==> src/rtl/qrr_pkg.sv <==
// Shared constants and types for the Q32.32 rotation recurrence block.
`default_nettype none

package qrr_pkg;

	localparam int unsigned QW       = 64;
	localparam int unsigned HALF_W   = QW / 2;
	localparam int unsigned ACC_W    = QW + HALF_W;
	localparam int unsigned PP_W     = 2 * (HALF_W + 1);
	localparam int unsigned CFG_IDX_W = 3;

	localparam logic [QW-1:0] Q_ONE   = 64'h0000_0001_0000_0000;
	localparam logic [QW-1:0] Q_THREE = 64'h0000_0003_0000_0000;

	// Operation codes carried in the func field.
	localparam logic [1:0] FUNC_RESTART   = 2'd0;
	localparam logic [1:0] FUNC_STEP      = 2'd1;
	localparam logic [1:0] FUNC_APPLY     = 2'd2;
	localparam logic [1:0] FUNC_NORMALIZE = 2'd3;

	// Configuration register indexes.
	localparam logic [CFG_IDX_W-1:0] CFG_START_ANGLE  = 3'd0;
	localparam logic [CFG_IDX_W-1:0] CFG_START_SINE   = 3'd1;
	localparam logic [CFG_IDX_W-1:0] CFG_START_COSINE = 3'd2;
	localparam logic [CFG_IDX_W-1:0] CFG_ANGLE_STEP   = 3'd3;
	localparam logic [CFG_IDX_W-1:0] CFG_STEP_SINE    = 3'd4;
	localparam logic [CFG_IDX_W-1:0] CFG_STEP_COSINE  = 3'd5;

	// Partial product selector: bit 1 picks the upper half of a, bit 0 of b.
	localparam logic [1:0] PART_LL   = 2'b00;
	localparam logic [1:0] PART_HH   = 2'b11;
	localparam logic [1:0] PART_LAST = 2'b11;

	typedef struct packed {
		logic       load_in;
		logic       clr;
		logic       mul_en;
		logic [1:0] part;
		logic       pass;
		logic       save_tmp;
		logic       finish;
	} ctrl_cmd_t;

endpackage

`default_nettype wire

==> src/rtl/qrr_ctrl.sv <==
// Controller state machine: handshakes, pass and partial product sequencing.
`default_nettype none

module qrr_ctrl
	import qrr_pkg::*;
(
	input  wire logic       clk,
	input  wire logic       arst_n,
	input  wire logic       in_valid,
	output logic            in_ready,
	input  wire logic [1:0] func,
	output logic            out_valid,
	input  wire logic       out_ready,
	output ctrl_cmd_t       cmd
);

	typedef enum logic [4:0] {
		S_IDLE  = 5'b00001,
		S_MUL   = 5'b00010,
		S_DRAIN = 5'b00100,
		S_PASS  = 5'b01000,
		S_FIN   = 5'b10000
	} state_t;

	state_t     state_q, state_d;
	logic [1:0] part_q, part_d;
	logic       pass_q, pass_d;
	logic       out_valid_q;

	always_comb begin
		state_d  = state_q;
		part_d   = part_q;
		pass_d   = pass_q;
		in_ready = 1'b0;
		cmd      = '0;
		cmd.part = part_q;
		cmd.pass = pass_q;
		case (state_q)
			S_IDLE: begin
				in_ready = 1'b1;
				if (in_valid) begin
					cmd.load_in = 1'b1;
					cmd.clr     = 1'b1;
					part_d      = '0;
					pass_d      = 1'b0;
					state_d     = (func == FUNC_RESTART) ? S_FIN : S_MUL;
				end
			end
			S_MUL: begin
				cmd.mul_en = 1'b1;
				part_d     = part_q + 2'd1;
				if (part_q == PART_LAST) begin
					state_d = S_DRAIN;
				end
			end
			S_DRAIN: begin
				state_d = pass_q ? S_FIN : S_PASS;
			end
			S_PASS: begin
				cmd.save_tmp = 1'b1;
				cmd.clr      = 1'b1;
				pass_d       = 1'b1;
				part_d       = '0;
				state_d      = S_MUL;
			end
			S_FIN: begin
				// The result register must be free before it is overwritten.
				if (!out_valid_q || out_ready) begin
					cmd.finish = 1'b1;
					state_d    = S_IDLE;
				end
			end
			default: begin
				state_d = S_IDLE;
			end
		endcase
	end

	always_ff @(posedge clk or negedge arst_n) begin
		if (!arst_n) begin
			state_q     <= S_IDLE;
			part_q      <= '0;
			pass_q      <= 1'b0;
			out_valid_q <= 1'b0;
		end else begin
			state_q <= state_d;
			part_q  <= part_d;
			pass_q  <= pass_d;
			if (cmd.finish) begin
				out_valid_q <= 1'b1;
			end else if (out_ready) begin
				out_valid_q <= 1'b0;
			end
		end
	end

	assign out_valid = out_valid_q;

	a_fin_free: assert property (@(posedge clk) disable iff (!arst_n)
		cmd.finish |-> (!out_valid_q || out_ready))
		else $error("result register overwritten while still held");

	a_restart_direct: assert property (@(posedge clk) disable iff (!arst_n)
		(in_valid && in_ready && func == FUNC_RESTART) |=> (state_q == S_FIN))
		else $error("restart did not go straight to finish");

	a_mul_start: assert property (@(posedge clk) disable iff (!arst_n)
		(in_valid && in_ready && func != FUNC_RESTART) |=>
			(state_q == S_MUL && part_q == PART_LL && !pass_q))
		else $error("multiply sequence did not start at the first partial");

	a_drain_after_last: assert property (@(posedge clk) disable iff (!arst_n)
		(state_q == S_DRAIN) |-> ($past(cmd.mul_en) && $past(part_q) == PART_LAST))
		else $error("drain entered before all partials were issued");

endmodule

`default_nettype wire

==> config.mk <==
export PLATFORM = sky130hd
export DESIGN_NAME = qrr_ctrl
export DESIGN_NICKNAME = d
export VERILOG_FILES = /design/src/rtl/qrr_pkg.sv /design/src/rtl/qrr_ctrl.sv
export SDC_FILE = /design/constraint.sdc
export NUM_CORES = 1
export LEC_CHECK = 0
export BUFFER_PORTS_ARGS = -buffer_cell sky130_fd_sc_hd__clkbuf_2
export CORE_AREA = 3 3 40 42
export CTS_CLUSTER_DIAMETER = 120
export DETAILED_ROUTE_END_ITERATION = 7
export DIE_AREA = 0 0 43 45
export PLACE_DENSITY = 0.67
export SETUP_SLACK_MARGIN = 0.2
export SLEW_MARGIN = 20
export SYNTH_ARGS = -nofsm -noshare
export SYNTH_HDL_FRONTEND = slang
export SYNTH_SLANG_ARGS = --single-unit
==> constraint.sdc <==
create_clock -name clk -period 2.9 [get_ports clk]
set_clock_uncertainty 0.1 [all_clocks]
set_input_delay 0.145 -clock clk [delete_from_list [all_inputs] [get_ports clk]]
set_output_delay 0.145 -clock clk [all_outputs]
set_load 0.01 [all_outputs]
==> results.rst, run 1 <==
.. list-table::
   :header-rows: 1

   * - Metric
     - Value
   * - Result of the run
     - finished, final reports clean
   * - Instance area after placement
     - 611.8 µm²
   * - Top flip-flop cell by instance count after synthesis
     - sky130_fd_sc_hd__dfrtp_1
   * - Worst Path Arrival
     - 1690 ps
   * - Synthesis-to-finish area growth
     - 19.91%
   * - Cells after Synth
     - 59
   * - Number of maximum-capacitance constraint violations
     - 0
   * - Clock tree buffer depth
     - 2
   * - Post-synthesis async set-or-reset flop share
     - 1.000
   * - Detailed-route via count
     - 468
   * - Max FO, Critical Path
     - 9
   * - Global-route wire length before repair
     - 1.945 mm
   * - Setup repair after global routing missed its margin
     - no
   * - Leakage component of the power
     - 0.0003249 µW
   * - Post-synthesis cell area
     - 540.5 µm²
   * - Maximum number of pins on one net before global-route repair
     - 13
   * - Hold path cells
     - 3
   * - 1st-pass router iterations
     - 2
   * - Pre-CTS setup slack
     - 1236 ps
   * - Via count of the first global-routing pass
     - 459
   * - CP endpoint kind
     - output port
   * - Number of vias per cell after detailed routing
     - 5.200
   * - Worst EP required
     - 2650 ps
   * - WL final
     - 1.110 mm
   * - Clock buffers created by TritonCTS
     - 3
   * - Hold Violations, Final
     - 0
   * - Leftover overflow at the end of global routing
     - 0
   * - Number of cells traversed by the worst register-to-register path
     - 3
   * - Number of antenna violations at the first check in global routing
     - 0
   * - Total chip power
     - 527.7 µW
   * - Overall track demand over capacity in global routing
     - 0.1403
   * - Register bit count reported by yosys
     - 9
   * - Yosys cell types
     - 32
   * - Max Transition Viols Final
     - 0
   * - Post-route DRC violation count
     - 0
   * - Share of post-route cells with drive strength above 1
     - 0.2933
   * - Slowest-stage cell, CP
     - sky130_fd_sc_hd__dfrtp_1
   * - Number of placement rows
     - 13
   * - Count of nets left with antenna violations after detail routing
     - 0
   * - Cell-by-cell listing of the critical path
     - or3b_4, or3_4, inv_2, clkbuf_2
   * - Top Family by Delay on Critical Path
     - simple AND/OR/NAND/NOR gates
   * - Sum of buffers and inverters on the critical path
     - 2
   * - Horizontal die dimension
     - 43 µm
   * - Initial core utilization
     - 0.4206
   * - Peak supply drop
     - 0.3576 mV
   * - Area of the die
     - 1935 µm²
   * - Synth warnings
     - 0
   * - Power density over the cells
     - 814.1 nW/µm²
   * - Cell chosen for the clock root
     - sky130_fd_sc_hd__clkbuf_4
   * - Number of H-tree levels
     - 1
   * - Post-Syn Nets
     - 66
   * - HPWL after detailed placement
     - 861.4 µm
   * - Time the final worst path needs with I/O delays and setup
     - 1940 ps
   * - Post-DR wirelength/cell
     - 12.33 µm
   * - Final number of setup-violating endpoints
     - 0
   * - IO Count
     - 16
   * - Clk slew on worst S/H paths
     - 70 ps
   * - Number of flops mapped to enable cells by yosys
     - 0
   * - Fill count
     - 133
   * - Initial DRC Count
     - 1
   * - Post-CTS setup buffer count
     - 0
   * - Kind of start point of the critical path
     - register
   * - Sequential element share of the synthesized area
     - 0.4190
   * - Worst Hold Margin
     - 78.00 ps
   * - Number of gates resized after CTS
     - 0
   * - Worst Slack Setup Final
     - 960.0 ps
   * - Final period utilization
     - 0.6690
   * - Register area
     - 226.5 µm²
   * - Setup tns final
     - 0 ps
   * - CTS tree
     - done
   * - NumNets Final
     - 83
   * - Count of antenna diodes in the layout
     - 0
   * - Slew headroom
     - 0.7792
   * - WP depth
     - 4
   * - Post-Syn Area per Cell
     - 9.161 µm²
   * - Largest incremental delay on the critical path
     - 450 ps
   * - Transition at the pin with the smallest max-transition slack
     - 328.2 ps
   * - Crit path kind
     - register to output port
   * - Port buffer count
     - 15
   * - Total area of multi-input combinational cells
     - 276.5 µm²
   * - Class of the most critical hold timing path
     - input pin to register
   * - Skew-Pair Late Insertion Delay
     - 270 ps
   * - Total non-filler cell area in the finished layout
     - 648.1 µm²
   * - Chip Height
     - 45 µm
   * - RD Place Congestion
     - 0.7566
   * - Number of clock sinks seen by CTS
     - 9
   * - Achievable Freq
     - 515.5 MHz
   * - Core Area
     - 1285 µm²
==> synthesized netlist by cell type (2+ instances only) <==
cell type / n / area share
sky130_fd_sc_hd__nand2b_1: 4 / 0.046
sky130_fd_sc_hd__o21a_1: 2 / 0.028
sky130_fd_sc_hd__nor2_1: 4 / 0.028
sky130_fd_sc_hd__nor3_1: 2 / 0.019
sky130_fd_sc_hd__buf_4: 2 / 0.028
sky130_fd_sc_hd__o21ai_0: 4 / 0.037
sky130_fd_sc_hd__a21oi_1: 2 / 0.019
sky130_fd_sc_hd__dfrtp_1: 8 / 0.37
sky130_fd_sc_hd__nand2_1: 2 / 0.014
sky130_fd_sc_hd__or3_1: 3 / 0.035
sky130_fd_sc_hd__inv_1: 3 / 0.021
sky130_fd_sc_hd__nor4_1: 2 / 0.023
sky130_fd_sc_hd__clkbuf_1: 2 / 0.014
==> worst register-to-register path: stages, from the launching register on <==
cell                      delay, ps
sky130_fd_sc_hd__dfrtp_1        450
sky130_fd_sc_hd__or3b_4         440
sky130_fd_sc_hd__or3_4          350
sky130_fd_sc_hd__a31o_1         190
==> layout by cell type (no fill, tap or decap), drive strengths merged <==
cell and n:
o2bb2ai 1, o31ai 1, and3b 1, o32ai 1, nand3 1, and2 1
dfrtp 8, dlygate4sd3 1, o21bai 1, o211ai 1, a31o 1, a41oi 1
clkbuf 19, o21ai 4, or3b 1, inv 4, nand3b 1, or3 4
nor2 4, nor3b 1, nand2 2, o21a 2, nor3 2, xor2 1
a21oi 2, ha 1, nor4 2, dfstp 1, nand2b 4, nor2b 1
==> per-stage QoR <==
step | utilization | std cells
after global placement | 0.4761 | 85
after floorplan | - | 59
after CTS | 0.5044 | 90
final | 0.5044 | 90
after detailed placement | 0.4761 | 85
after global routing | 0.5044 | 90
==> path summary, 6_finish.rpt <==
path	startpoint	to	slack (ps)
hold / removal	out_ready	out_valid$_DFFE_PN0P_	80
setup / recovery	state_q[3]$_DFFE_PN0P_	cmd[5]	960
setup reg to reg	state_q[3]$_DFFE_PN0P_	state_q[0]$_DFFE_PN1P_	1310
hold reg to reg	pass_q$_DFFE_PN0P_	state_q[3]$_DFFE_PN0P_	390
max in group asynchronous	arst_n	state_q[0]$_DFFE_PN1P_	2260
min in group asynchronous	arst_n	state_q[1]$_DFFE_PN0P_	170
==> power by group <==
part / switching (µW) / internal (µW) / total (µW)
clock: 48.1 / 53.2 / 101
sequential: 43.6 / 161 / 205
combinational: 113 / 108 / 221
total: 205 / 323 / 528
==> flip-flops by register name (all words and copies together), names as in the netlist <==
name       flops
state_q        5
pass_q         1
out_valid      1
part_q         2
==> routing by layer <==
metal	vias to the layer above	global-route usage	routed length, µm
met4	0	0.1084	25
met3	4	0.03586	64
li1	241	-	-
met1	210	0.1757	559
met2	13	0.2066	462
met5	-	0	0
==> cells by family (layout without fill, tap and decap cells) <==
| group | count (synthesis) | count (layout) | share of synthesized area |
|---|---|---|---|
| flip-flops | 9 | 9 | 0.4190 |
| adder cells (fa/ha/maj) | 1 | 1 | 0.02314 |
| XOR/XNOR | 1 | 1 | 0.01621 |
| AND/OR/NAND/NOR | 25 | 25 | 0.2824 |
| AO/OA/AOI/OAI | 15 | 15 | 0.1898 |
| buffers and inverters | 8 | 24 | 0.06943 |
==> cell type report <==
type	count	share of cell area
inverters	4	0.02317
clock buffers	4	0.04054
multi-input cells	42	0.4266
well taps	15	0.02896
flip-flops and latches	9	0.3494
repair buffers	16	0.1313
==> what timing repair did <==
item,4_1_cts,5_1_grt
hold buffers,1,0
setup endpoints to repair,0,0
hold endpoints to repair,9,0
No activity file was read; power rests on OpenSTA's default activity.
==> run 2, diff against run 1 <==
==> constraint.sdc (replaced) <==
create_clock -name clk -period 2 [get_ports clk]
set_clock_uncertainty 0.1 [all_clocks]
set_input_delay 0.1 -clock clk [delete_from_list [all_inputs] [get_ports clk]]
set_output_delay 0.1 -clock clk [all_outputs]
set_load 0.01 [all_outputs]
==> run 2 against run 1 <==
Effect of this change:
- sequential share of layout area down 2.6 points
- critical endpoint unchanged
- power up 58%
- count of clock-buffer cells in the layout unchanged
- combinational power up 93%
==> results.rst, run 2 (synthesis gave the netlist of run 1 again) <==
.. list-table::
   :header-rows: 1

   * - Metric
     - Value
   * - Worst Path Arrival
     - 1570 ps (-120 ps)
   * - Setup tns final
     - 0 ps (unchanged)
   * - Clock tree buffer depth
     - 2 (unchanged)
   * - Core Area
     - 1285 µm² (unchanged)
   * - Clock buffers created by TritonCTS
     - 3 (unchanged)
   * - Via count of the first global-routing pass
     - 476 (+3.7%)
   * - Class of the most critical hold timing path
     - input pin to register
   * - Most used cells in the layout excluding fill and tap cells
     - sky130_fd_sc_hd__clkbuf_2, sky130_fd_sc_hd__dfrtp_1
   * - Setup repair after global routing missed its margin
     - yes
   * - Synthesis-to-finish area growth
     - 31.71%
   * - Achievable Freq
     - 564.5 MHz
   * - Number of maximum-capacitance constraint violations
     - 0 (unchanged)
   * - Power density over the cells
     - 1174 nW/µm² (+44%)
   * - Overall track demand over capacity in global routing
     - 0.1395 (-0.0008403)
   * - Worst Slack Setup Final
     - 228.5 ps (-731.5 ps)
   * - Time the final worst path needs with I/O delays and setup
     - 1771 ps
   * - Largest Register
     - state_q
   * - Detailed-route via count
     - 510 (+9.0%)
   * - Number of flip-flops under the largest register name
     - 5 (unchanged)
   * - Leakage component of the power
     - 0.0003448 µW (+6.1%)
   * - Count of antenna diodes in the layout
     - 0 (unchanged)
   * - Total chip power
     - 835.9 µW (+58%)
   * - Final number of setup-violating endpoints
     - 0 (unchanged)
   * - Cell chosen for the clock root
     - sky130_fd_sc_hd__clkbuf_4
   * - Chip Height
     - 45 µm (unchanged)
   * - Number of clock sinks seen by CTS
     - 9 (unchanged)
   * - Post-DR wirelength/cell
     - 12.82 µm (+3.9%)
   * - Horizontal die dimension
     - 43 µm (unchanged)
   * - Number of placement rows
     - 13 (unchanged)
   * - RD Place Congestion
     - 0.8079 (+6.8%)
   * - Max Transition Viols Final
     - 0 (unchanged)
   * - Number of H-tree levels
     - 1 (unchanged)
   * - Number of vias per cell after detailed routing
     - 5.426 (+4.3%)
   * - Reg2reg setup slack
     - 470 ps (-840 ps)
   * - Share of post-route cells with drive strength above 1
     - 0.4177 (+0.1244)
   * - Hold Violations, Final
     - 0 (unchanged)
   * - Worst EP required
     - 1800 ps (-850 ps)
   * - Clk slew on worst S/H paths
     - 60 ps (about the same)
   * - IO Count
     - 16 (unchanged)
   * - WL final
     - 1.205 mm (+8.6%)
   * - Peak supply drop
     - 0.5594 mV (+56%)
   * - CTS tree
     - done
   * - CP endpoint kind
     - output port
   * - Leftover overflow at the end of global routing
     - 0 (unchanged)
   * - Kind of start point of the critical path
     - register
   * - Max FO, Critical Path
     - 4 (-5)
   * - Global-route wire length before repair
     - 1.945 mm (unchanged)
   * - Most common cell after layout, fill and taps aside
     - sky130_fd_sc_hd__clkbuf_2
   * - Initial DRC Count
     - 10 (+9)
   * - Area of the die
     - 1935 µm² (unchanged)
   * - Number of antenna violations at the first check in global routing
     - 0 (unchanged)
   * - Post-route DRC violation count
     - 0 (unchanged)
   * - Final period utilization
     - 0.8857
   * - Biggest regs
     - state_q x5, part_q x2
   * - Fill count
     - 114 (-14%)
   * - Pre-CTS setup slack
     - 392.4 ps (-843.9 ps)
   * - Result of the run
     - finished, final reports clean
   * - Crit path kind
     - register to output port
   * - 1st-pass router iterations
     - 4 (+2)
   * - HPWL after detailed placement
     - 859.5 µm (-0.22%)
   * - Initial core utilization
     - 0.4206 (unchanged)
   * - Transition at the pin with the smallest max-transition slack
     - 272.1 ps (-56.13 ps)
   * - Maximum number of pins on one net before global-route repair
     - 12 (-1)
   * - Port buffer count
     - 15 (unchanged)
   * - Skew-Pair Late Insertion Delay
     - 260 ps (about the same)
   * - Count of nets left with antenna violations after detail routing
     - 0 (unchanged)
   * - Slew headroom
     - 0.8169 (+0.03776)
   * - NumNets Final
     - 87 (+4.8%)
   * - Utilization after layout
     - 0.5540 (+0.04966)
[run 2: cell types whose count changed in the layout (fill, tap and decap cells not counted), sizes merged]
| cell | before | now |
|---|---|---|
| buf | 0 | 5 |
| clkbuf | 19 | 18 |
[run 2: cell type report]
| cell class | instances | area, µm² | share of cell area |
|---|---|---|---|
| multi-input cells | 42 | 297.8 | 0.4183 |
| flip-flops and latches | 9 | 230.2 | 0.3234 |
| repair buffers | 20 | 121.4 | 0.1705 |
| clock buffers | 4 | 26.28 | 0.03691 |
| well taps | 15 | 18.77 | 0.02636 |
| inverters | 4 | 17.52 | 0.02460 |
[run 2: power by group]
| part | switching [µW] | internal, µW | total (µW) |
|---|---|---|---|
| clock | 62.8 | 76.9 | 140 |
| sequential | 37.3 | 233 | 270 |
| combinational | 223 | 203 | 426 |
[run 2: final timing paths]
check                                            start                     end  depth (start not counted)
worst max register to register  state_q[3]$_DFFE_PN0P_  state_q[1]$_DFFE_PN0P_                          4
worst min-delay path                         out_ready   out_valid$_DFFE_PN0P_                          3
max in group asynchronous                       arst_n  state_q[0]$_DFFE_PN1P_                          2
min in group asynchronous                       arst_n      pass_q$_DFFE_PN0P_                          2
worst max-delay path            state_q[3]$_DFFE_PN0P_                  cmd[5]                          4
worst min register to register      pass_q$_DFFE_PN0P_  state_q[3]$_DFFE_PN0P_                          1
[run 2: worst max-delay path: stages (launching register included)]
cell and delay [ps]:
sky130_fd_sc_hd__dfrtp_2 400, sky130_fd_sc_hd__or3b_4 390, sky130_fd_sc_hd__or3_4 370, sky130_fd_sc_hd__inv_4 70
sky130_fd_sc_hd__buf_6 90
[run 2: layer usage]
layer | up-vias | GRT usage | wire, µm
li1 | 251 | - | -
met1 | 240 | 0.1609 | 545
met2 | 17 | 0.2305 | 554
met3 | 2 | 0.02390 | 88
met4 | 0 | 0.1084 | 17
met5 | - | 0 | 0
[run 2: timing repair]
item,in CTS,in global routing
endpoints found under the setup margin,2,5
hold buffers,1,0
pin swaps,1,0
setup buffers,4,0
resized for setup,4,6
endpoints found under the hold margin,9,0
[run 2: through the flow]
stage / hold slack, ps / std cells / area, µm²
2_1_floorplan: -295.6 / 59 / 540.5
3_3_place_gp: -129.8 / 85 / 611.8
3_5_place_dp: -130.2 / 85 / 611.8
4_1_cts: 39.13 / 94 / 686.9
5_1_grt: 52.35 / 94 / 711.9
6_report: 46.36 / 94 / 711.9
==> run 3, diff against run 2 <==
==> constraint.sdc (replaced) <==
create_clock -name clk -period 2 [get_ports clk]
set_clock_uncertainty 0.1 [all_clocks]
set_input_delay 0.2 -clock clk [delete_from_list [all_inputs] [get_ports clk]]
set_output_delay 0.2 -clock clk [all_outputs]
set_load 0.01 [all_outputs]
==> run 3 against run 2 <==
Effect of this change:
- global-route usage up 0.58 points
- first-iteration DRC count increased by 20%
- non-clock buffer count is 3 higher
- hold slack improved by 88 ps
- cell area increased by 2.8%
- critical path type unchanged
- largest power group unchanged
==> results.rst, run 3 (synthesis gave the netlist of run 1 again) <==
.. list-table::
   :header-rows: 1

   * - Metric
     - Value
   * - Result of the run
     - finished, final reports clean
   * - RD Place Congestion
     - 0.7743 (-4.2%)
   * - WL final
     - 1.253 mm (+4.0%)
   * - Number of clock sinks seen by CTS
     - 9 (unchanged)
   * - Power density over the cells
     - 1157 nW/µm² (-1.5%)
   * - Biggest regs
     - state_q x5, part_q x2
   * - Final number of setup-violating endpoints
     - 0 (unchanged)
   * - Core Area
     - 1285 µm² (unchanged)
   * - Initial core utilization
     - 0.4206 (unchanged)
   * - Count of nets left with antenna violations after detail routing
     - 0 (unchanged)
   * - 1st-pass router iterations
     - 4 (unchanged)
   * - HPWL after detailed placement
     - 863.5 µm (+0.47%)
   * - Overall track demand over capacity in global routing
     - 0.1453 (+0.005760)
   * - R2R Path End
     - state_q[1]$_DFFE_PN0P_
   * - Kind of start point of the critical path
     - register
   * - Total chip power
     - 846.8 µW (+1.3%)
   * - Number of cells traversed by the worst register-to-register path
     - 3 (-1)
   * - Port buffer count
     - 15 (unchanged)
   * - Top Family by Delay on Critical Path
     - simple AND/OR/NAND/NOR gates
   * - Worst Path Arrival
     - 1600 ps (+30 ps)
   * - Synthesis-to-finish area growth
     - 35.42%
   * - Most common cell after layout, fill and taps aside
     - sky130_fd_sc_hd__clkbuf_2
   * - Final period utilization
     - 0.9512 (+0.06547)
   * - Transition at the pin with the smallest max-transition slack
     - 356.7 ps (+84.64 ps)
   * - Number of antenna violations at the first check in global routing
     - 0 (unchanged)
   * - Clock tree buffer depth
     - 2 (unchanged)
   * - Clock buffers created by TritonCTS
     - 3 (unchanged)
   * - Number of maximum-capacitance constraint violations
     - 0 (unchanged)
   * - Setup tns final
     - 0 ps (unchanged)
   * - IO Count
     - 16 (unchanged)
   * - Reg2reg setup slack
     - 470 ps (about the same)
   * - Detailed-route via count
     - 520 (+2.0%)
   * - Post-route DRC violation count
     - 0 (unchanged)
   * - Leakage component of the power
     - 0.0003590 µW (+4.1%)
   * - Worst r2r src
     - state_q[4]$_DFFE_PN0P_
   * - Largest Register
     - state_q
   * - WP depth
     - 4 (unchanged)
   * - Number of vias per cell after detailed routing
     - 5.361 (-1.2%)
   * - Slowest-stage cell, CP
     - sky130_fd_sc_hd__dfrtp_2
   * - Max FO, Critical Path
     - 6 (+2)
   * - Sum of buffers and inverters on the critical path
     - 2 (unchanged)
   * - Cell Count Post-Placement
     - 85 (unchanged)
   * - Count of antenna diodes in the layout
     - 0 (unchanged)
   * - Share of post-route cells with drive strength above 1
     - 0.4390 (+0.02130)
   * - Largest incremental delay on the critical path
     - 430 ps (+30 ps)
   * - Initial DRC Count
     - 12 (+2)
   * - Horizontal die dimension
     - 43 µm (unchanged)
   * - Most used cells in the layout excluding fill and tap cells
     - sky130_fd_sc_hd__clkbuf_2, sky130_fd_sc_hd__buf_4, sky130_fd_sc_hd__dfrtp_1
   * - Hold Violations, Final
     - 0 (unchanged)
   * - Final std cells w/o fill
     - 97 (+3.2%)
   * - Worst EP required
     - 1700 ps (-100 ps)
   * - Post-DR wirelength/cell
     - 12.92 µm (+0.77%)
   * - CP endpoint kind
     - output port
   * - Global-route wire length before repair
     - 1.980 mm (+1.8%)
   * - Number of H-tree levels
     - 1 (unchanged)
   * - Worst Setup SP
     - state_q[3]$_DFFE_PN0P_
   * - Chip Height
     - 45 µm (unchanged)
   * - Area of the die
     - 1935 µm² (unchanged)
   * - Class of the most critical hold timing path
     - input pin to register
   * - Number of flip-flops under the largest register name
     - 5 (unchanged)
   * - Peak supply drop
     - 0.5379 mV (-3.8%)
   * - Via count of the first global-routing pass
     - 481 (+1.1%)
   * - Slew headroom
     - 0.7600 (-0.05695)
   * - Crit path kind
     - register to output port
   * - Number of placement rows
     - 13 (unchanged)
   * - Achievable Freq
     - 525.7 MHz (-6.9%)
   * - Max Transition Viols Final
     - 0 (unchanged)
   * - CTS tree
     - done
   * - Fill count
     - 133 (+17%)
   * - Setup repair after global routing missed its margin
     - yes
   * - Worst setup endpoint
     - cmd[5]
   * - Leftover overflow at the end of global routing
     - 0 (unchanged)
   * - NumNets Final
     - 90 (+3.4%)
   * - Clk slew on worst S/H paths
     - 60 ps (about the same)
   * - Time the final worst path needs with I/O delays and setup
     - 1902 ps (+130.9 ps)
   * - Maximum number of pins on one net before global-route repair
     - 12 (unchanged)
   * - Cell-by-cell listing of the critical path
     - or3b_4, or3_4, inv_4, buf_6
   * - Cell chosen for the clock root
     - sky130_fd_sc_hd__clkbuf_4
   * - Skew-Pair Late Insertion Delay
     - 260 ps (about the same)
[run 3: cell types whose count changed in the layout (fill, tap and decap cells not counted)]
| cell | before | now |
|---|---|---|
| sky130_fd_sc_hd__a21oi_1 | 2 | 1 |
| sky130_fd_sc_hd__a21oi_2 | 0 | 1 |
| sky130_fd_sc_hd__buf_4 | 4 | 7 |
| sky130_fd_sc_hd__nor4_1 | 1 | 2 |
| sky130_fd_sc_hd__nor4_2 | 1 | 0 |
[run 3: per-stage QoR]
stage	util	setup WS [ps]	hold slack [ps]	area [µm²]
2_1_floorplan	-	414.0	-195.6	540.5
3_3_place_gp	0.4761	308.2	-28.36	611.8
3_5_place_dp	0.4761	287.7	-27.16	611.8
4_1_cts	0.5307	86.18	139.1	681.9
5_1_grt	0.5696	36.44	153.7	732.0
6_report	0.5696	97.61	134.9	732.0
[run 3: repair_timing]
action	CTS	global route
hold buffers	1	0
pin swaps	1	2
endpoints found under the hold margin	9	0
endpoints found under the setup margin	4	6
resized for setup	3	7
buffers inserted	3	4
[run 3: power breakdown]
| group | switching, µW | total (µW) | leakage (µW) | internal, µW |
|---|---|---|---|---|
| Combinational | 219 | 429 | 0.000230 | 210 |
| Clock | 66.3 | 143 | 0.0000150 | 77.1 |
| Sequential | 41.0 | 274 | 0.000114 | 233 |
[run 3: worst min-delay path by stage]
stage / start / slack (ps) / endpoint / depth (start not counted)
3_5_place_dp: arst_n / -30 / state_q[4]$_DFFE_PN0P_ / 1
6_report: out_ready / 130 / out_valid$_DFFE_PN0P_ / 3
3_3_place_gp: arst_n / -30 / state_q[4]$_DFFE_PN0P_ / 1
5_1_grt: out_ready / 150 / out_valid$_DFFE_PN0P_ / 3
2_1_floorplan: arst_n / -200 / out_valid$_DFFE_PN0P_ / 0
4_1_cts: out_ready / 140 / out_valid$_DFFE_PN0P_ / 3
[run 3: layer usage]
layer	global-route usage	share of wire	wire length [µm]
met4	0.1265	0.037	46
met3	0.06773	0.099	124
met5	0	0	0
met1	0.1580	0.41	514
met2	0.2126	0.45	568
[run 3: cell type report]
| type | instances | area (µm²) | area share |
|---|---|---|---|
| repair buffers | 23 | 143.9 | 0.1966 |
| well taps | 15 | 18.77 | 0.02564 |
| inverters | 4 | 17.52 | 0.02393 |
| clock buffers | 4 | 26.28 | 0.03590 |
| multi-input cells | 42 | 295.3 | 0.4034 |
| flip-flops and latches | 9 | 230.2 | 0.3145 |
[run 3: worst min-delay path, stage by stage]
cell and delay, ps:
sky130_fd_sc_hd__clkbuf_2 70, sky130_fd_sc_hd__nor2b_1 50, sky130_fd_sc_hd__nand2b_1 130
